### src/hw/rtl/ldsp_pkg.sv
// Shared types, codes and constants of the LED dimmer switch panel.
package ldsp_pkg;

  localparam int unsigned SW_W      = 8;
  localparam int unsigned LED_W     = 8;
  localparam int unsigned SEL_W     = 3;
  localparam int unsigned HOLD_W    = 16;
  localparam int unsigned NPHASE    = 4;
  localparam int unsigned PHASE_W   = 2;
  localparam int unsigned CMD_W     = 3;
  localparam int unsigned CFG_IDX_W = 2;

  // Command queue between front and back
  localparam int unsigned QDEPTH  = 2;
  localparam int unsigned QPTR_W  = 1;
  localparam int unsigned QCNT_W  = 2;

  // Reset values of the hold registers
  localparam logic [HOLD_W-1:0] BLINK_HOLD_RST = 16'd1000;
  localparam logic [HOLD_W-1:0] PRESS_HOLD_RST = 16'd10000;
  localparam logic [HOLD_W-1:0] FRAME_HOLD_RST = 16'd25;

  // Configuration register indexes
  localparam logic [CFG_IDX_W-1:0] CFG_BLINK_HOLD = 2'd0;
  localparam logic [CFG_IDX_W-1:0] CFG_PRESS_HOLD = 2'd1;
  localparam logic [CFG_IDX_W-1:0] CFG_FRAME_HOLD = 2'd2;

  // Switch commands; codes below CMD_BLINK set the PWM level
  localparam logic [CMD_W-1:0] CMD_LEVEL_MAX = 3'd4;
  localparam logic [CMD_W-1:0] CMD_BLINK     = 3'd5;
  localparam logic [CMD_W-1:0] CMD_DOWN      = 3'd6;
  localparam logic [CMD_W-1:0] CMD_UP        = 3'd7;

  // Result steps of one pass, in emission order
  typedef enum logic [2:0] {
    STEP_BLINK_ON0,
    STEP_BLINK_OFF0,
    STEP_BLINK_ON1,
    STEP_BLINK_OFF1,
    STEP_PAUSE,
    STEP_FRAME
  } step_t;

  // One classified pass, handed from front to back
  typedef struct packed {
    logic             blink;
    logic             press;
    logic [LED_W-1:0] sel_bit;
    logic [LED_W-1:0] pause_pat;
    logic [LED_W-1:0] frame_pat;
  } job_t;

  // Queue status seen by the front and the back
  typedef struct packed {
    logic full;
    logic empty;
  } q_stat_t;

  // Hold lengths from the configuration registers
  typedef struct packed {
    logic [HOLD_W-1:0] blink_hold;
    logic [HOLD_W-1:0] press_hold;
    logic [HOLD_W-1:0] frame_hold;
  } holds_t;

endpackage

### src/hw/rtl/ldsp_front.sv
// Front: decodes each scan pass, updates panel state and builds one job.
module ldsp_front (
  input  logic                        clk,
  input  logic                        rst_n,
  input  logic                        accept,
  input  logic [ldsp_pkg::SW_W-1:0]   switch_bits,
  output ldsp_pkg::job_t              job
);

  logic [ldsp_pkg::LED_W-1:0]   phase_masks_r [ldsp_pkg::NPHASE];
  logic [ldsp_pkg::LED_W-1:0]   phase_masks_nxt [ldsp_pkg::NPHASE];
  logic [ldsp_pkg::PHASE_W-1:0] phase_index_r;
  logic [ldsp_pkg::SEL_W-1:0]   chosen_led_r, chosen_led_nxt;
  logic [ldsp_pkg::LED_W-1:0]   shown_r;

  logic                         pressed;
  logic [ldsp_pkg::CMD_W-1:0]   cmd;
  logic [ldsp_pkg::LED_W-1:0]   sel_bit;

  // Recognize a press: exactly one switch set, its index is the command
  always_comb begin
    pressed = (switch_bits != '0) &&
              ((switch_bits & (switch_bits - ldsp_pkg::SW_W'(1))) == '0);
    cmd = '0;
    for (int n = 0; n < ldsp_pkg::SW_W; n++) begin
      if (switch_bits[n]) begin
        cmd = ldsp_pkg::CMD_W'(n);
      end
    end
  end

  assign sel_bit = ldsp_pkg::LED_W'(1) << chosen_led_r;

  // Apply the command to the phase masks and the selection
  always_comb begin
    chosen_led_nxt = chosen_led_r;
    for (int p = 0; p < ldsp_pkg::NPHASE; p++) begin
      phase_masks_nxt[p] = phase_masks_r[p];
    end
    if (pressed) begin
      if (cmd <= ldsp_pkg::CMD_LEVEL_MAX) begin
        for (int p = 0; p < ldsp_pkg::NPHASE; p++) begin
          if ((ldsp_pkg::CMD_W'(p) + cmd) < ldsp_pkg::CMD_W'(ldsp_pkg::NPHASE)) begin
            phase_masks_nxt[p] = phase_masks_r[p] | sel_bit;
          end else begin
            phase_masks_nxt[p] = phase_masks_r[p] & ~sel_bit;
          end
        end
      end else if (cmd == ldsp_pkg::CMD_DOWN) begin
        chosen_led_nxt = chosen_led_r - ldsp_pkg::SEL_W'(1);
      end else if (cmd == ldsp_pkg::CMD_UP) begin
        chosen_led_nxt = chosen_led_r + ldsp_pkg::SEL_W'(1);
      end
    end
  end

  // Build the job; a pause after a blink shows all LEDs dark
  always_comb begin
    job.press     = pressed;
    job.blink     = pressed && (cmd == ldsp_pkg::CMD_BLINK);
    job.sel_bit   = sel_bit;
    job.pause_pat = job.blink ? '0 : shown_r;
    job.frame_pat = phase_masks_nxt[phase_index_r];
  end

  // Hold state between passes; the frame ends every pass
  always_ff @(posedge clk) begin
    if (!rst_n) begin
      for (int p = 0; p < ldsp_pkg::NPHASE; p++) begin
        phase_masks_r[p] <= '0;
      end
      phase_index_r <= '0;
      chosen_led_r  <= '0;
      shown_r       <= '0;
    end else if (accept) begin
      for (int p = 0; p < ldsp_pkg::NPHASE; p++) begin
        phase_masks_r[p] <= phase_masks_nxt[p];
      end
      phase_index_r <= phase_index_r + ldsp_pkg::PHASE_W'(1);
      chosen_led_r  <= chosen_led_nxt;
      shown_r       <= phase_masks_nxt[phase_index_r];
    end
  end

endmodule

### src/hw/rtl/ldsp_queue.sv
// Two-entry job queue between the front and the back.
module ldsp_queue (
  input  logic              clk,
  input  logic              rst_n,
  input  logic              wr_en,
  input  ldsp_pkg::job_t    wr_job,
  input  logic              rd_en,
  output ldsp_pkg::job_t    rd_job,
  output ldsp_pkg::q_stat_t stat
);

  ldsp_pkg::job_t                  slot_r [ldsp_pkg::QDEPTH];
  logic [ldsp_pkg::QPTR_W-1:0]     wr_ptr_r, rd_ptr_r;
  logic [ldsp_pkg::QCNT_W-1:0]     count_r;

  assign stat.full  = (count_r == ldsp_pkg::QCNT_W'(ldsp_pkg::QDEPTH));
  assign stat.empty = (count_r == '0);
  assign rd_job     = slot_r[rd_ptr_r];

  // Store pushed jobs
  always_ff @(posedge clk) begin
    if (wr_en) begin
      slot_r[wr_ptr_r] <= wr_job;
    end
  end

  // Advance pointers and occupancy
  always_ff @(posedge clk) begin
    if (!rst_n) begin
      wr_ptr_r <= '0;
      rd_ptr_r <= '0;
      count_r  <= '0;
    end else begin
      if (wr_en) begin
        wr_ptr_r <= wr_ptr_r + ldsp_pkg::QPTR_W'(1);
      end
      if (rd_en) begin
        rd_ptr_r <= rd_ptr_r + ldsp_pkg::QPTR_W'(1);
      end
      if (wr_en && !rd_en) begin
        count_r <= count_r + ldsp_pkg::QCNT_W'(1);
      end else if (rd_en && !wr_en) begin
        count_r <= count_r - ldsp_pkg::QCNT_W'(1);
      end
    end
  end

endmodule

### src/hw/rtl/ldsp_back.sv
// Back: steps through the results of each job into the output register.
module ldsp_back (
  input  logic                          clk,
  input  logic                          rst_n,
  input  ldsp_pkg::job_t                job,
  input  logic                          job_valid,
  input  ldsp_pkg::holds_t              holds,
  output logic                          job_done,
  output logic                          emit,
  output logic                          out_valid,
  input  logic                          out_take,
  output logic [ldsp_pkg::LED_W-1:0]    led_pattern,
  output logic [ldsp_pkg::HOLD_W-1:0]   hold_units,
  output logic                          last_of_pass
);

  ldsp_pkg::step_t                step_r, step_nxt, cur_step, first_step;
  logic                           started_r, started_nxt;
  logic                           out_valid_r;
  logic [ldsp_pkg::LED_W-1:0]     pat_r;
  logic [ldsp_pkg::HOLD_W-1:0]    hold_r;
  logic                           last_r;
  logic [ldsp_pkg::LED_W-1:0]     pat;
  logic [ldsp_pkg::HOLD_W-1:0]    hold;

  // Pick the first step of a fresh job
  always_comb begin
    priority if (job.blink) begin
      first_step = ldsp_pkg::STEP_BLINK_ON0;
    end else if (job.press) begin
      first_step = ldsp_pkg::STEP_PAUSE;
    end else begin
      first_step = ldsp_pkg::STEP_FRAME;
    end
  end

  assign cur_step = started_r ? step_r : first_step;
  assign emit     = job_valid && (!out_valid_r || out_take);
  assign job_done = emit && (cur_step == ldsp_pkg::STEP_FRAME);

  // Select pattern and hold for the current step
  always_comb begin
    unique case (cur_step)
      ldsp_pkg::STEP_BLINK_ON0,
      ldsp_pkg::STEP_BLINK_ON1: begin
        pat  = job.sel_bit;
        hold = holds.blink_hold;
      end
      ldsp_pkg::STEP_BLINK_OFF0,
      ldsp_pkg::STEP_BLINK_OFF1: begin
        pat  = '0;
        hold = holds.blink_hold;
      end
      ldsp_pkg::STEP_PAUSE: begin
        pat  = job.pause_pat;
        hold = holds.press_hold;
      end
      ldsp_pkg::STEP_FRAME: begin
        pat  = job.frame_pat;
        hold = holds.frame_hold;
      end
      default: begin
        pat  = '0;
        hold = '0;
      end
    endcase
  end

  // Advance the step sequencer
  always_comb begin
    step_nxt    = step_r;
    started_nxt = started_r;
    if (emit) begin
      if (job_done) begin
        started_nxt = 1'b0;
      end else begin
        step_nxt    = ldsp_pkg::step_t'(cur_step + 3'd1);
        started_nxt = 1'b1;
      end
    end
  end

  always_ff @(posedge clk) begin
    if (!rst_n) begin
      step_r      <= ldsp_pkg::STEP_FRAME;
      started_r   <= 1'b0;
      out_valid_r <= 1'b0;
    end else begin
      step_r    <= step_nxt;
      started_r <= started_nxt;
      if (emit) begin
        out_valid_r <= 1'b1;
      end else if (out_take) begin
        out_valid_r <= 1'b0;
      end
    end
  end

  // Load the output register
  always_ff @(posedge clk) begin
    if (emit) begin
      pat_r  <= pat;
      hold_r <= hold;
      last_r <= (cur_step == ldsp_pkg::STEP_FRAME);
    end
  end

  assign out_valid    = out_valid_r;
  assign led_pattern  = pat_r;
  assign hold_units   = hold_r;
  assign last_of_pass = last_r;

endmodule

### src/hw/rtl/led_dimmer_switch_panel.sv
// Top level of the LED dimmer switch panel: config, front, queue, back.
// A taken pass is written into the job queue; its results go to the output register.
// Throughput: one result per cycle from the back while the output is empty or popped;
// a pass gives 1, 2 or 6 results (frame only, press, blink press); the front takes
// a pass per cycle while the two-entry job queue has room.
// Reset (rst_n, synchronous): all LEDs off in every phase, phase 0, LED 0 selected,
// queue and output empty, hold registers 1000 / 10000 / 25.
module led_dimmer_switch_panel (
  input  logic                              clk,
  input  logic                              rst_n,
  input  logic                              push,
  output logic                              full,
  input  logic [ldsp_pkg::SW_W-1:0]         in_switch_bits,
  output logic                              empty,
  input  logic                              pop,
  output logic [ldsp_pkg::LED_W-1:0]        out_led_pattern,
  output logic [ldsp_pkg::HOLD_W-1:0]       out_hold_units,
  output logic                              out_last_of_pass,
  input  logic                              cfg_we,
  input  logic [ldsp_pkg::CFG_IDX_W-1:0]    cfg_addr,
  input  logic [ldsp_pkg::HOLD_W-1:0]       cfg_wdata
);

  ldsp_pkg::holds_t  holds_r;
  ldsp_pkg::job_t    front_job, head_job;
  ldsp_pkg::q_stat_t q_stat;
  logic              in_accept;
  logic              job_done;
  logic              emit;
  logic              out_valid;
  logic              out_take;

  // Write configuration registers; unknown indexes drop the write
  always_ff @(posedge clk) begin
    if (!rst_n) begin
      holds_r.blink_hold <= ldsp_pkg::BLINK_HOLD_RST;
      holds_r.press_hold <= ldsp_pkg::PRESS_HOLD_RST;
      holds_r.frame_hold <= ldsp_pkg::FRAME_HOLD_RST;
    end else if (cfg_we) begin
      if (cfg_addr == ldsp_pkg::CFG_BLINK_HOLD) begin
        holds_r.blink_hold <= cfg_wdata;
      end else if (cfg_addr == ldsp_pkg::CFG_PRESS_HOLD) begin
        holds_r.press_hold <= cfg_wdata;
      end else if (cfg_addr == ldsp_pkg::CFG_FRAME_HOLD) begin
        holds_r.frame_hold <= cfg_wdata;
      end
    end
  end

  assign full      = q_stat.full;
  assign in_accept = push && !q_stat.full;
  assign empty     = !out_valid;
  assign out_take  = pop && out_valid;

  ldsp_front u_front (
    .clk         (clk),
    .rst_n       (rst_n),
    .accept      (in_accept),
    .switch_bits (in_switch_bits),
    .job         (front_job)
  );

  ldsp_queue u_queue (
    .clk    (clk),
    .rst_n  (rst_n),
    .wr_en  (in_accept),
    .wr_job (front_job),
    .rd_en  (job_done),
    .rd_job (head_job),
    .stat   (q_stat)
  );

  ldsp_back u_back (
    .clk          (clk),
    .rst_n        (rst_n),
    .job          (head_job),
    .job_valid    (!q_stat.empty),
    .holds        (holds_r),
    .job_done     (job_done),
    .emit         (emit),
    .out_valid    (out_valid),
    .out_take     (out_take),
    .led_pattern  (out_led_pattern),
    .hold_units   (out_hold_units),
    .last_of_pass (out_last_of_pass)
  );

  // No result leaves the back without a queued job
  a_emit_needs_job: assert property (@(posedge clk) disable iff (!rst_n)
    emit |-> !q_stat.empty)
    else $error("result emitted with empty job queue");

  // An accepted transaction leaves the queue non-empty next cycle
  a_push_fills: assert property (@(posedge clk) disable iff (!rst_n)
    in_accept |=> !q_stat.empty)
    else $error("accepted transaction not queued");

  // Frame result carries the frame hold, other results do not end the pass
  a_frame_hold: assert property (@(posedge clk) disable iff (!rst_n)
    (!empty && out_last_of_pass) |-> (out_hold_units == holds_r.frame_hold))
    else $error("frame result with wrong hold length");

  // A job leaves the queue only on its frame emission
  a_done_on_emit: assert property (@(posedge clk) disable iff (!rst_n)
    job_done |=> (!empty && out_last_of_pass))
    else $error("job retired without frame result");

endmodule
### config.mk
export PLATFORM = sky130hd
export DESIGN_NAME = led_dimmer_switch_panel
export DESIGN_NICKNAME = d
export VERILOG_FILES = /design/src/hw/rtl/ldsp_pkg.sv /design/src/hw/rtl/ldsp_front.sv /design/src/hw/rtl/ldsp_queue.sv /design/src/hw/rtl/ldsp_back.sv /design/src/hw/rtl/led_dimmer_switch_panel.sv
export SDC_FILE = /design/constraint.sdc
export NUM_CORES = 1
export LEC_CHECK = 0
export ABC_AREA = 1
export BUFFER_PORTS_ARGS = -buffer_cell sky130_fd_sc_hd__clkbuf_2
export CAP_MARGIN = 25
export CELL_PAD_IN_SITES_DETAIL_PLACEMENT = 1
export CELL_PAD_IN_SITES_GLOBAL_PLACEMENT = 1
export CORE_UTILIZATION = 23
export CTS_CLUSTER_SIZE = 24
export DETAILED_ROUTE_END_ITERATION = 10
export GPL_ROUTABILITY_DRIVEN = 0
export PLACE_DENSITY = 0.43
export SLEW_MARGIN = 20
export SYNTH_ARGS = -nofsm -noshare
export SYNTH_HDL_FRONTEND = slang
export SYNTH_SLANG_ARGS = --single-unit
### constraint.sdc
create_clock -name clk -period 4.95 [get_ports clk]
set_input_delay 0.99 -clock clk [delete_from_list [all_inputs] [get_ports clk]]
set_output_delay 0.99 -clock clk [all_outputs]
set_load 0.05 [all_outputs]
======== Word-level counts from Yosys, hierarchy flattened ========
Memory sizes are Yosys's and may differ from the RTL's. A register that Yosys moved wholly into a read port is not among the register bits.
Cells that the tools add are included.
cells by class
  $add $sub $neg .......................... 12
  order comparisons ....................... 6
  equality and inequality tests ........... 11
  shifts and indexed selects .............. 1
  multiplexer cells ....................... 40
  bitwise logic cells ..................... 19
  reductions and logical operators ........ 29
operators with widths
  cell                 count
  $mux 8               11
  $mux 32              2
  $pmux 16 s3          1
  $and 8x8->8          5
  $or 8x8->8           4
  $mux 3               8
  $pmux 8 s3           1
  $bmux 8 s2           1
  $eq 3x3->1 const B   5
  $lt 3x3->1 const B   4
  $mux 1               12
  $logic_and 1x1->1    8
  $logic_not 8->1      1
  $mux 2               4
  $not 8->8            1
  $reduce_and 4->1     2
  $reduce_bool 8->1    1
  $shl 1x3->8 const A  1
  $sub 8x1->8 const B  1
  $add 2x3->3 const A  2
  $add 3x1->3 const B  2
  $eq 3x2->1 const B   2
  $reduce_bool 2->1    3
  $logic_not 1->1      5
  20 further kinds     31
storage, ports and cells
  flip-flop bits (word level) ............. 95
  RAM bits ................................ 84
  input port bits ......................... 31
  output and inout bits ................... 27
  logic and storage cells ................. 135
  memories kept ........................... 2
memories
  name                   words  bits a word  rd ports  clocked after Yosys merged registers in  wr ports  RTL line          source
  u_queue.slot_r         2      26           1         1                                        1         ldsp_queue.sv:12  ldsp_pkg::job_t slot_r [ldsp_pkg::QDEPTH];
  u_front.phase_masks_r  4      8            4         0                                        4         ldsp_front.sv:10  logic [ldsp_pkg::LED_W-1:0] phase_masks_r [ldsp_pkg::NPHASE];

======== Logic depth before layout (Yosys ltp) ========
Gate-level depths: netlist of run 1.
  word-level depth ........................ 15
  mapped depth ............................ 16
  mapped depth without buffers ............ 16

======== Modules after synthesis ========
From an unflattened synthesis of run 1, not the netlist that was laid out.
second synthesis, totals
  cells, all modules ...................... 1066
  area total of the unflattened synthesis .. 9047.4 um^2
by module, submodules not included
  module                   times used  cells each  area an instance (um^2)  sequential area each (um^2)
  ldsp_front               1           482         3223.1                   1221.2
  ldsp_queue               1           116         2208.4                   1661.6
  led_dimmer_switch_panel  1           291         1984.4                   960.9
  ldsp_back                1           177         1631.6                   850.8

======== Worst setup path after synthesis of run 1 ========
Ideal clock, no wire load.
  path kind ............................... input to register
  start ................................... input pop
  end ..................................... register u_queue.count_r[1] in the netlist's numbering
  setup time .............................. 0.122 ns
  arrival time ............................ 3.508 ns
  setup slack ............................. 1.320 ns
  cell stages on the path ................. 8
  path buffers ............................ 0
  cells stage by stage .................... nor2_1 > a21oi_1 > nand2_1 > ha_1 > a21oi_1 > o21ai_0 > o21ai_0 > a21oi_1
between the ends
  longest elaborated chain between the ends .. 7
  elaborated cells on any way between the ends .. 9
  those cells by class .................... 1 x mux; 8 x reduce/logical
RTL lines
  element                                             RTL line                       source
  start: declaration                                  led_dimmer_switch_panel.sv:15  input logic pop,
  $logic_and 1x1->1 (*)                               led_dimmer_switch_panel.sv:53  assign out_take = pop && out_valid;
  $logic_or 1x1->1 (*)                                ldsp_back.sv:38                assign emit = job_valid && (!out_valid_r || out_take);
  $logic_and 1x1->1 (*)                               ldsp_back.sv:38
  named net emit                                      led_dimmer_switch_panel.sv:29  logic emit;
  $logic_and 1x1->1 (*)                               ldsp_back.sv:39                assign job_done = emit && (cur_step == ldsp_pkg::STEP_FRAME);
  $logic_not 1->1                                     ldsp_queue.sv:40               if (wr_en && !rd_en) begin
  $logic_and 1x1->1                                   ldsp_queue.sv:40
  $mux 2 / $reduce_bool 2->1 (equally long branches)  --
  end signal: assignment                              ldsp_queue.sv:41               count_r <= count_r + ldsp_pkg::QCNT_W'(1);
  end signal: assignment                              ldsp_queue.sv:43               count_r <= count_r - ldsp_pkg::QCNT_W'(1);
  end: declaration                                    ldsp_queue.sv:14               logic [ldsp_pkg::QCNT_W-1:0] count_r;
The timed path passes the listed nets; every way through them passes the cells marked *.
A chain may end at the register's enable or synchronous reset.

==> reports/results.txt, run 1 <==
Counting every net in the synthesized netlist gives 1,070. The first detailed-routing pass ran for 4 iterations. The net count reported at finish is 1,120. In the final routed layout, each cell accounts on average for 17.4 um. The HPWL after detailed placement is 17.6 mm.

The number of top-level pins came out at 58. Initial antenna violation count: 0. Entering global routing, the biggest net connects 58 pins. The cell repeated most along the worst path was a21oi_1. The total clock buffers created by CTS was 17. The number of input and output port buffers inserted is 57, and the post-synthesis instance area is 8570 sq um. The combined flip-flop and latch cell area is 4690 sq um, and the relative area change from synthesis to final layout is 16.2%.

For this design, the CTS-stage hold fixing added 0 buffers. Gate count of the mapped netlist: 1,031. Fill cells in the final layout number 4,331. Total power density per cell area: 549 nW/um^2.

The share of the core filled with cells in the final layout is 0.272. For this run, the number of Yosys warnings is 0. STA classifies the critical path startpoint as a flip-flop. The post-route fraction of the period consumed by the critical path is 0.695. The antenna diode count came out at 0. For the number of placement rows, the log shows 70.

The master cell of the clock root buffer is clkbuf_16. In this run the remaining antenna-violating nets after routing total 0. The final total negative setup slack was 0 ns; the die area was 38,100 sq um. For this block, the initial DRC count from the detailed router was 257. The tools report the number of library cell types mapped by synthesis as 33. The worst hold path class is reg -> reg. The worst max-slew margin expressed relative to the limit was 0.378.

The maximum level of the CTS H-tree came out at 4. Synthesis inferred 180 register bits. For the final count of hold timing violations, the log shows 0. From left edge to right edge, the die measures 195 um. STA puts the critical path data required time at 5.28 ns. Between clock sinks in the finished design, the worst skew comes to 0.0145 ns. The core region is 36,600 sq um. The average instance area after synthesis works out to 8.32 sq um.

The critical path is of the reg -> reg type. The run gives 7,202 as the number of global-route vias before repair. Setup violations remaining at the end of the flow were counted as 0. At the worst endpoint, the arrival time is 3.77 ns. For this run, the slowest stage of the critical path takes 0.43 ns. For the worst flop-to-flop path, the logic depth is 14. In the routed design, unresolved DRC markers number 0. In the synthesized netlist the dominant register cell turns out to be edfxtp_1. The share of the yosys chip area belonging to registers was 0.548; the height of the die was 195 um. Max-cap violations in this run came to 0. The worst hold path passes through 2 cells. The final count of pins violating max slew was 0; the post-CTS setup-driven buffer insertion count was 0. The first global-routing pass estimated 43.5 mm of wire. The largest driver fanout on the critical path came out at 27.

Walking the worst path, the cells encountered are buf_4 -> inv_2 -> a21oi_1 -> inv_1 -> o22ai_1 -> ha_1 -> nand2_2 -> inv_2 -> nand2_1 -> ha_1 -> a21oi_1 -> o21ai_0 -> o21ai_0 -> a21oi_1. The worst-path cell with the longest stage delay was inv_2. Setup repair after global routing left no endpoint under its margin. Across the VDD grid, the largest voltage drop is 0.236 mV. Leaving out filler cells and counting taps, the final layout contains 1,562. The transition time at the pin with the least slew margin is 0.931 ns, and the CTS sink count is 180. The aggregate global-route resource usage is 0.149, and the average via count per standard cell is 4.45. Summed over all layers, the routed wires come to 27.2 mm. Summed over all cells, the static leakage comes to 4.22 nW. Number of flops mapped to enable cells by yosys: 109. TritonCTS built the clock tree. The tools report the effective utilization at floorplan as 0.234. For the insertion delay to the later sink of the worst-skew pair, the log shows 0.44 ns. The tools report the total grt overflow as 0. The smallest clock period supported by the final layout is computed as 3.44 ns.

The number of gates given a new drive strength after cts came out at 0. The worst setup path is captured at a flip-flop. For this run, the top clock speed supported by timing is 291 MHz. The largest buffer count on any clock path came out at 2. In this run, placement finished with an instance count of 1,530.

The flow ran to the end, and the final reports show no timing, DRC or antenna violations. The fraction of final layout cells sized beyond drive strength 1 came out at 0.122. Clock-pin slew was measured on the worst setup and hold paths at 0.07 ns.

The share of flip-flops with an asynchronous set or reset after synthesis was 0; the area occupied by multi-input gates was 3410 sq um. The total via count after detailed routing came out at 6,956.
## cells in the mapped netlist, drive strengths merged, types with 5 or more instances
cell / instances / share of area
a21oi: 67 / 0.039
a22o: 5 / 0.0051
buf: 21 / 0.016
clkbuf: 24 / 0.011
dfxtp: 71 / 0.17
edfxtp: 109 / 0.38
ha: 7 / 0.010
inv: 67 / 0.029
nand2: 367 / 0.16
nand3: 109 / 0.066
nor2: 79 / 0.043
nor3: 5 / 0.0029
o211ai: 15 / 0.013
o21ai: 71 / 0.042
## state kept, by name, indices dropped and copies added, names as in the netlist, 3 cells and up, named ones only
register and count:
u_queue.slot_r 52, holds_r 48, u_front.phase_masks_r 32, u_back.hold_units 16, u_back.led_pattern 8, u_front.shown_r 8
u_back.step_r 3, u_front.chosen_led_r 3
## layout by cell type (no fill, tap or decap), types with 7 or more instances in the layout
cell,n
nand2_1,364
edfxtp_1,109
nand3_1,107
dfxtp_1,71
o21ai_0,67
a21oi_1,66
nor2_1,66
inv_1,63
clkbuf_2,57
buf_4,19
clkbuf_16,18
o211ai_1,15
ha_1,7
## worst paths after layout
path,from,end,slack (ns)
worst max-delay path,flip-flop,u_queue.count_r[1],1.51
worst max register to register,flip-flop,u_queue.count_r[1],1.51
worst min-delay path,holds_r[11],holds_r[11],0.46
worst min register to register,holds_r[11],holds_r[11],0.46
## cell type report
type / count / share of cell area
Sequential cell: 180 / 0.471
Multi-Input combinational cell: 736 / 0.343
Tap cell: 468 / 0.0588
Clock buffer: 20 / 0.0470
Timing Repair Buffer: 76 / 0.0430
Inverter: 70 / 0.0264
Clock inverter: 12 / 0.0107
## through the flow
stage	worst slack [ns]	instance area (sq um)	power, W	hold slack [ns]
2_1_floorplan	1.32	8570	0.00352	0.426
6_report	1.51	9960	0.00547	0.455
5_1_grt	1.18	9960	0.00582	0.474
3_3_place_gp	1.43	9380	0.00420	0.441
4_1_cts	1.38	9960	0.00560	0.458
3_5_place_dp	1.39	9380	0.00420	0.445
## report_power, final
part / total [W] / leakage (nW) / switching [W] / internal, W
sequential: 0.00214 / 1.67 / 0.000123 / 0.00201
clock: 0.00137 / 0.289 / 0.000666 / 0.000709
combinational: 0.00196 / 2.26 / 0.00149 / 0.000470
## worst max-delay path: cells and delay by family (launching register included)
| family | cells | cell delay [ns] |
|---|---|---|
| buffers and inverters | 4 | 1.04 |
| AO/OA/AOI/OAI | 6 | 0.85 |
| adder cells (fa/ha/maj) | 2 | 0.56 |
| AND/OR/NAND/NOR | 2 | 0.54 |
| flip-flops | 1 | 0.31 |
## routing by layer
| metal | GRT usage | vias up | part of all wire |
|---|---|---|---|
| li1 | - | 3529 | - |
| met1 | 0.206 | 3355 | 0.51 |
| met2 | 0.244 | 62 | 0.46 |
| met3 | 0.0240 | 10 | 0.021 |
| met4 | 0.0315 | 0 | 0.0069 |
| met5 | 0 | - | 0 |
## cells by family (layout without fill, tap and decap cells)
| family | after synthesis | in the layout | share of synthesized area |
|---|---|---|---|
| AO/OA/AOI/OAI | 163 | 163 | 0.104 |
| AND/OR/NAND/NOR | 560 | 560 | 0.273 |
| buffers and inverters | 115 | 178 | 0.0574 |
| adder cells (fa/ha/maj) | 8 | 8 | 0.0126 |
| XOR/XNOR | 5 | 5 | 0.00511 |
| flip-flops | 180 | 180 | 0.548 |
No activity file was read; power rests on OpenSTA's default activity.
==> run 2: changes to the inputs <==
--- a/config.mk
+++ b/config.mk
@@ -5,7 +5,7 @@
 export SDC_FILE = /design/constraint.sdc
 export NUM_CORES = 1
 export LEC_CHECK = 0
-export ABC_AREA = 1
+export ABC_AREA = 0
 export BUFFER_PORTS_ARGS = -buffer_cell sky130_fd_sc_hd__clkbuf_2
 export CAP_MARGIN = 25
 export CELL_PAD_IN_SITES_DETAIL_PLACEMENT = 1
==> constraint.sdc (replaced) <==
create_clock -name clk -period 2.8 [get_ports clk]
set_input_delay 0.56 -clock clk [delete_from_list [all_inputs] [get_ports clk]]
set_output_delay 0.56 -clock clk [all_outputs]
set_load 0.05 [all_outputs]
==> reports/results.txt, run 2 <==
The flow ran to the end, and the final reports show no timing, DRC or antenna violations. The final total power was 0.00936 W (was 0.00547 W); the synthesized net count was 799 (was 1,070). The number of top-level pins was 58 (unchanged). The number of global-route vias before repair is 6,707 (was 7,202), and the aggregate global-route resource usage is 0.144 (was 0.149). Most common cell after layout, fill and taps aside: nand2_1 (unchanged). The synthesis-stage register bit count is 180 (unchanged), and the die boundary width is 188 um (was 195 um). The run gives 760 (was 1,031) as the gate count of the mapped netlist. The count of endpoints failing setup in the final report was 0 (unchanged). Setup repair after global routing left no endpoint under its margin. For the wire length of the first global-routing pass, the log shows 39.0 mm (was 43.5 mm).

The run gives 0 (unchanged) as the number of warnings reported in the yosys synthesis log. The final count of hold timing violations is 0 (unchanged). The first-pass iteration count of the detailed router is 4 (unchanged), and the instance area after placement is 9340 sq um (was 9380 sq um). Proportion of total power due to net switching: 0.378 (was 0.416).

The master cell of the clock root buffer is clkbuf_16 (unchanged). The run gives 63 (was 33) as the number of library cell types mapped by synthesis. The share of the core filled with cells in the final layout was 0.294 (was 0.272); the total via count after detailed routing was 6,125 (was 6,956). The HPWL after detailed placement is 16.7 mm (was 17.6 mm), and the number of DRC markers in iteration 0 is 260 (was 257). The antenna diode count came out at 0 (unchanged). The worst reg-to-reg setup slack is 0.25 ns (was 1.51 ns), and the clock slew at the register clock pins of the worst setup and hold paths is 0.07 ns (about the same). Leading cell types by count after synthesis: 137 x nand2_1, 109 x edfxtp_1, 75 x nor2_1, 71 x dfxtp_1, 43 x clkbuf_1 (was 364 x nand2_1, 109 x edfxtp_1, 107 x nand3_1, 71 x dfxtp_1). The die area is 35,400 sq um (was 38,100 sq um), and the final count of pins violating max slew is 0 (unchanged). The total DRC errors in the routed layout was 0 (unchanged); the post-route fraction of the period consumed by the critical path was 0.934. The fraction of final layout cells sized beyond drive strength 1 works out to 0.231 (was 0.122). Cell types occupying the most area after synthesis: edfxtp_1 41%, dfxtp_1 18%, nand2_1 6.4% (was edfxtp_1 38%, dfxtp_1 17%, nand2_1 16%). Launch instance of the worst min-delay path: cfg_wdata[1] (was holds_r[11]). The number of flops mapped to enable cells by yosys was 109 (unchanged); the insertion delay to the later sink of the worst-skew pair was 0.43 ns (was 0.44 ns). The share of flip-flops with an asynchronous set or reset after synthesis works out to 0 (unchanged). The startpoint type of the worst setup path is a primary input (was a flip-flop). The run gives 0.0122 ns (was 0.0145 ns) as the worst clock skew on the final layout. Regs by FF count: u_queue.slot_r x52, holds_r x48, u_front.phase_masks_r x32 (unchanged). The cell with the most instances after synthesis is nand2_1 (unchanged).

The tools report the post-CTS setup-driven buffer insertion count as 0 (unchanged). The tools report the source of the worst register-to-register timing path as u_queue.slot_r[0][25]. The net load switching power is 0.00354 W (was 0.00228 W). Wire length reported by the detailed router: 24.3 mm (was 27.2 mm). The largest register by flop count is u_queue.slot_r (unchanged).

The tools report the share of the yosys chip area belonging to registers as 0.588 (was 0.548). Average via count per standard cell: 4.59 (was 4.45). The initial antenna violation count is 0 (unchanged), and the total grt overflow is 0 (unchanged).

For the proportion of power drawn by combinational gates, the log shows 0.338 (was 0.358). The transition time at the pin with the least slew margin was 0.854 ns (was 0.931 ns). The logs give 0.00582 W (was 0.00319 W) for the internal power contribution and 0.236 (was 0.234) for the effective utilization at floorplan.

The maximum vdd drop came out at 0.423 mV (was 0.236 mV). The tools report the fraction of met3 tracks used by global routing as 0.0251 (was 0.0240). The part of the total power dissipated in sequential elements was 0.399 (was 0.390).

The worst hold path cell count is 3 (was 2), and the number of placement rows is 67 (was 70). The count of cells along the worst register-to-register path came out at 7 (was 14). The logs give 3.00 ns (was 5.28 ns) for the required arrival time at the worst endpoint and 9950 sq um (was 9960 sq um) for the post-layout instance area. The top cell type's share of synthesized area was 0.410 (was 0.382). The met2 track demand over resource in global routing was 0.239 (was 0.244). TritonCTS built the clock tree.

The most used routing layer is met2 (unchanged). Category of the worst setup path capture point: a flip-flop (unchanged). The leakage power was 3.70 nW (was 4.22 nW). Commonest cells after routing, fill and taps aside: 137 x nand2_1, 109 x edfxtp_1, 86 x buf_4 (was 364 x nand2_1, 109 x edfxtp_1, 107 x nand3_1). Cell taking the most area after synthesis: edfxtp_1 (unchanged).

The kind of critical path is in -> reg (was reg -> reg). The number of input and output port buffers inserted works out to 57 (unchanged). The worst max-slew margin expressed relative to the limit is 0.431 (was 0.378).

The number of flip-flops under the largest register name works out to 52 (unchanged). The routing usage on met1 was 0.190 (was 0.206); the height of the die was 188 um (was 195 um). The relative area change from synthesis to final layout works out to 24.7% (was 16.2%). The run gives 4 (unchanged) as the maximum level of the CTS H-tree. Average detailed-routed wire length per instance: 18.2 um (was 17.4 um).

End of the worst register-to-register path: u_back.led_pattern[6] (was u_queue.count_r[1]). The number of maximum-capacitance constraint violations was 0 (unchanged); the largest driver fanout on the critical path was 5 (was 27). The hold buffer count at CTS was 0 (unchanged). The tools report the end point of the worst hold path as holds_r[33] (was holds_r[11]).

The logs give 33,900 sq um (was 36,600 sq um) for the core footprint and 180 (unchanged) for the CTS sink count. The total clock buffers created by CTS came out at 17 (unchanged). The total power density per cell area came out at 941 nW/um^2 (was 549 nW/um^2). The tools report the post-synthesis instance area as 7980 sq um (was 8570 sq um). Static timing analysis puts the maximum clock frequency at 382 MHz. The maximum number of pins on one net before global-route repair was 47 (was 58); the largest buffer count on any clock path was 2 (unchanged). The data arrival time of the worst path is 2.82 ns (was 3.77 ns). The most instantiated flip-flop cell in the synthesis netlist was edfxtp_1 (unchanged). Worst hold path class: in -> reg (was reg -> reg). The tools report the relative contribution of the clock network to total power as 0.263 (was 0.251). After layout, the minimum clock period comes to 2.62 ns.

The post-detailed-route count of antenna-violating nets is 0 (unchanged). The average instance area after synthesis is 10.5 sq um (was 8.32 sq um), and the net count reported at finish is 912 (was 1,120).
==> run 2: cell types whose count changed after synthesis, sizes merged, moves of 10 or more <==
cell / before / now
and2: 0 / 11
nand3: 109 / 19
mux2: 0 / 10
buf: 21 / 7
a211oi: 0 / 28
a21oi: 67 / 41
mux2i: 0 / 18
a22oi: 0 / 23
clkbuf: 24 / 43
o211ai: 15 / 2
inv: 67 / 16
nand2: 367 / 137
o21ai: 71 / 32
==> run 2: metal layers <==
layer,part of all wire,vias to the layer above,wire (um)
met3,0.028,19,680
met2,0.48,80,11700
met5,0,-,0
met4,0.010,0,250
li1,-,2967,-
met1,0.48,3059,11700
==> run 2: timing repair <==
action | in CTS | in global routing
setup endpoints to repair | 0 | 2
gates resized for setup | 0 | 1
hold endpoints to repair | 0 | 0
==> run 2: final cells by class <==
class	count	area (sq um)
Clock buffer	25	549
Clock inverter	7	53.8
Fill cell	3873	23900
Inverter	17	63.8
Multi-Input combinational cell	513	3070
Sequential cell	180	4690
Tap cell	448	561
Timing Repair Buffer	144	951
==> run 2: stage by stage <==
step,hold WS [ns],std cells,worst slack [ns],setup TNS [ns]
finish,0.380,1334,0.183,0
global route,0.367,1334,0.0562,0
detailed placement,0.450,1302,-0.320,-3.12
floorplan,0.432,760,-0.0703,-0.110
CTS,0.352,1334,0.131,0
global placement,0.442,1302,-0.292,-1.89
==> run 2: power by group through the flow <==
stage,Combinational (W),Clock [W],Sequential [W]
detailed placement,0.00324,0,0.00382
finish,0.00316,0.00246,0.00374
floorplan,0.00154,0,0.00435
global placement,0.00316,0,0.00380
global route,0.00349,0.00265,0.00380
CTS,0.00325,0.00255,0.00376
==> run 2: kinds of logic (layout without fill, tap and decap cells) <==
family,after synthesis,count (layout),share of synthesized area
and+or+nand+nor,289,289,0.163
muxes,30,30,0.0423
AOI/OAI and AO/OA,176,176,0.149
xor gates and xnor gates,9,9,0.00988
buffers and inverters,67,193,0.0328
adders and majority gates,9,9,0.0147
DFF,180,180,0.588
==> run 2: how the worst max path moves through the flow <==
stage	from	to	slack [ns]
2_1_floorplan	in_switch_bits[7]	u_front.shown_r[7]	-0.07
3_3_place_gp	in_switch_bits[4]	u_queue.slot_r[1][5]	-0.29
3_5_place_dp	in_switch_bits[4]	u_queue.slot_r[1][5]	-0.32
4_1_cts	in_switch_bits[4]	u_queue.slot_r[1][5]	0.13
5_1_grt	in_switch_bits[4]	u_queue.slot_r[1][6]	0.06
6_report	in_switch_bits[4]	u_queue.slot_r[1][7]	0.18
==> run 2: worst max-delay path, stage by stage <==
cell and delay [ns]:
clkbuf_2 0.17, nor2_2 0.06, a311o_1 0.35, o211a_1 0.26, buf_4 0.17, nor4_4 0.36, buf_4 0.18, nor2_1 0.04
mux2_2 0.27, o31ai_2 0.38
==> run 3: changes to the inputs <==
--- a/config.mk
+++ b/config.mk
@@ -11,11 +11,11 @@
 export CELL_PAD_IN_SITES_DETAIL_PLACEMENT = 1
 export CELL_PAD_IN_SITES_GLOBAL_PLACEMENT = 1
 export CORE_UTILIZATION = 23
+export CTS_CLUSTER_DIAMETER = 50
 export CTS_CLUSTER_SIZE = 24
 export DETAILED_ROUTE_END_ITERATION = 10
 export GPL_ROUTABILITY_DRIVEN = 0
-export PLACE_DENSITY = 0.43
-export SLEW_MARGIN = 20
+export PLACE_DENSITY = 0.44
 export SYNTH_ARGS = -nofsm -noshare
 export SYNTH_HDL_FRONTEND = slang
 export SYNTH_SLANG_ARGS = --single-unit
==> reports/results.txt, run 3 (synthesis results as in run 2) <==
The fraction of final layout cells sized beyond drive strength 1 was 0.233 (was 0.231). Most common cell after layout, fill and taps aside: nand2_1 (unchanged). For the maximum vdd drop, the log shows 0.536 mV (was 0.423 mV). The tools report the required arrival time at the worst endpoint as 3.12 ns (was 3.00 ns).

The flow ran to the end, and the final reports show no timing, DRC or antenna violations. The wire length reported by the detailed router is 23.3 mm (was 24.3 mm). The filler-free cell count of the finished design is 1,335 (was 1,334), and the worst hold path cell count is 3 (unchanged). The relative area change from synthesis to final layout was 24.9% (was 24.7%). The worst-path cell with the longest stage delay is a221o_1 (was o31ai_2). The number of placement rows is 67 (unchanged), and the longest individual stage delay on the worst path is 0.35 ns (was 0.38 ns). Post-route fraction of the period consumed by the critical path: 0.895 (was 0.934).

Total via count after detailed routing: 5,975 (was 6,125). The largest driver fanout on the critical path is 6 (was 5). The die boundary width is 188 um (unchanged), and the leakage power is 3.71 nW (was 3.70 nW).

Cells along the critical path: clkbuf_2 -> nor4_4 -> inv_1 -> ha_1 -> nor2_1 -> buf_4 -> nand4_1 -> nor2_2 -> mux2i_1 -> o21ai_0 -> a221o_1 (was clkbuf_2 -> nor2_2 -> a311o_1 -> o211a_1 -> buf_4 -> nor4_4 -> buf_4 -> nor2_1 -> mux2_2 -> o31ai_2). The number of input and output port buffers inserted was 57 (unchanged); the count of endpoints failing setup in the final report was 0 (unchanged). The fmax came out at 399 MHz (was 382 MHz). The average detailed-routed wire length per instance came out at 17.5 um (was 18.2 um). End point of the worst hold path: holds_r[2] (was holds_r[33]).

The post-CTS setup-driven buffer insertion count was 0 (unchanged). The kind of critical path was in -> reg (unchanged). Startpoint type of the worst setup path: a primary input (unchanged). For the largest buffer count on any clock path, the log shows 2 (unchanged). The fill cell total of the finished layout is 3,848 (was 3,873), and the maximum number of pins on one net before global-route repair is 47 (unchanged). The clock period minus worst slack is 2.51 ns (was 2.62 ns), and the transition time at the pin with the least slew margin is 0.763 ns (was 0.854 ns). The worst hold path class was in -> reg (unchanged). Source of the worst register-to-register timing path: u_queue.slot_r[0][25] (unchanged). The tools report the worst reg-to-reg setup slack as 0.30 ns (was 0.25 ns). The logs give 0 (unchanged) for the post-detailed-route count of antenna-violating nets and 0.139 (was 0.144) for the aggregate global-route resource usage. The total placed cells including tap cells was 1,303 (was 1,302). The height of the die was 188 um (unchanged); the minimum setup slack after placement was -0.171 ns (was -0.320 ns).

Commonest cells after routing, fill and taps aside: 137 x nand2_1, 109 x edfxtp_1, 85 x buf_4 (was 137 x nand2_1, 109 x edfxtp_1, 86 x buf_4). The number of DRC markers in iteration 0 is 288 (was 260), and the core footprint is 33,900 sq um (unchanged). The part of the total power dissipated in sequential elements is 0.399 (about the same). The run gives 913 (was 912) as the net count reported at finish. The number of top-level pins is 58 (unchanged). The logs give 16.0 mm (was 16.7 mm) for the HPWL after detailed placement and 0.00577 W (was 0.00582 W) for the internal power contribution. The wire length of the first global-routing pass came out at 37.3 mm (was 39.0 mm). TritonCTS built the clock tree.

The tools report the insertion delay to the later sink of the worst-skew pair as 0.44 ns (was 0.43 ns). The largest register by flop count was u_queue.slot_r (unchanged). Setup repair after global routing left no endpoint under its margin. The clock slew at the register clock pins of the worst setup and hold paths was 0.07 ns (about the same). Regs by FF count: u_queue.slot_r x52, holds_r x48, u_front.phase_masks_r x32 (unchanged). The run gives 0.259 (was 0.263) as the relative contribution of the clock network to total power. The run gives 0.293 ns (was 0.183 ns) as the final worst slack.

The total power density per cell area is 935 nW/um^2 (was 941 nW/um^2), and the final count of hold timing violations is 0 (unchanged). CTS sink count: 180 (unchanged). The average via count per standard cell works out to 4.48 (was 4.59). The tools report the net load switching power as 0.00355 W (was 0.00354 W). For the number of gates given a new drive strength after cts, the log shows 0 (unchanged).

End of the worst register-to-register path: u_queue.count_r[1] (was u_back.led_pattern[6]). The worst max-slew margin expressed relative to the limit was 0.489 (was 0.431); the die area was 35,400 sq um (unchanged). The first-pass iteration count of the detailed router came out at 4 (unchanged).

The tools report the master cell of the clock root buffer as clkbuf_16 (unchanged). The hold buffer count at CTS is 0 (unchanged), and the final count of pins violating max slew is 0 (unchanged). The number of flip-flops under the largest register name works out to 52 (unchanged).

Category of the worst setup path capture point: a flip-flop (unchanged). The logs give 0 (unchanged) for the antenna diode count and 0 (unchanged) for the number of maximum-capacitance constraint violations. The proportion of total power due to net switching is 0.381 (was 0.378). Maximum level of the CTS H-tree: 4 (unchanged). For the initial antenna violation count, the log shows 0 (unchanged).

The tools report the launch instance of the worst min-delay path as cfg_wdata[2] (was cfg_wdata[1]). The proportion of power drawn by combinational gates is 0.342 (was 0.338), and the effective utilization at floorplan is 0.236 (unchanged). For the total DRC errors in the routed layout, the log shows 0 (unchanged). Count of cells along the worst register-to-register path: 10 (was 7).

The tools report the data arrival time of the worst path as 2.83 ns (was 2.82 ns). The total grt overflow is 0 (unchanged). The number of global-route vias before repair was 6,181 (was 6,707); the total clock buffers created by CTS was 17 (unchanged). The tools report the worst clock skew on the final layout as 0.0113 ns (was 0.0122 ns).
run 3: worst max-delay path by stage:
stage | to | slack [ns] | startpoint
global placement | u_queue.slot_r[1][7] | -0.21 | in_switch_bits[6]
global route | u_queue.count_r[1] | 0.05 | u_queue.slot_r[0][25]
detailed placement | u_front.shown_r[4] | -0.17 | in_switch_bits[6]
finish | u_front.shown_r[3] | 0.29 | in_switch_bits[4]
CTS | u_queue.count_r[1] | 0.27 | u_queue.slot_r[0][25]
floorplan | u_front.shown_r[7] | -0.07 | in_switch_bits[7]
run 3: through the flow:
stage	utilization	power [W]	cell area (sq um)	hold WS [ns]	setup TNS [ns]
after global routing	0.294	0.00990	9970	0.355	0
after detailed placement	0.277	0.00706	9380	0.449	-3.11
after CTS	0.294	0.00951	9970	0.344	0
after global placement	0.277	0.00705	9380	0.442	-2.66
final	0.294	0.00932	9970	0.373	0
after floorplan	-	0.00589	8020	0.432	-0.110
run 3: per-layer routing:
metal / global-route usage / up-vias / wire length, um
li1: - / 2972 / -
met1: 0.195 / 2913 / 11800
met2: 0.218 / 78 / 10700
met3: 0.0248 / 12 / 650
met4: 0.0366 / 0 / 198
met5: 0 / - / 0
run 3: worst max-delay path: cells and delay by family:
family | cells | cell delay, ns
adder cells (fa/ha/maj) | 1 | 0.27
AO/OA/AOI/OAI | 2 | 0.48
AND/OR/NAND/NOR | 4 | 0.85
multiplexers | 1 | 0.29
buffers and inverters | 3 | 0.38
run 3: final cells by class:
cell class / instances / area [sq um] / area share
clock inverters: 10 / 82.6 / 0.00829
multi-input cells: 513 / 3070 / 0.308
well taps: 448 / 561 / 0.0562
clock buffers: 22 / 508 / 0.0510
flip-flops and latches: 180 / 4690 / 0.471
repair buffers: 145 / 983 / 0.0987
inverters: 17 / 63.8 / 0.00640
run 3: power by group through the flow:
stage | Sequential [W] | Combinational (W) | Clock, W
after floorplan | 0.00435 | 0.00154 | 0
after global placement | 0.00380 | 0.00326 | 0
after detailed placement | 0.00379 | 0.00327 | 0
after CTS | 0.00374 | 0.00328 | 0.00250
after global routing | 0.00378 | 0.00352 | 0.00260
final | 0.00372 | 0.00319 | 0.00241
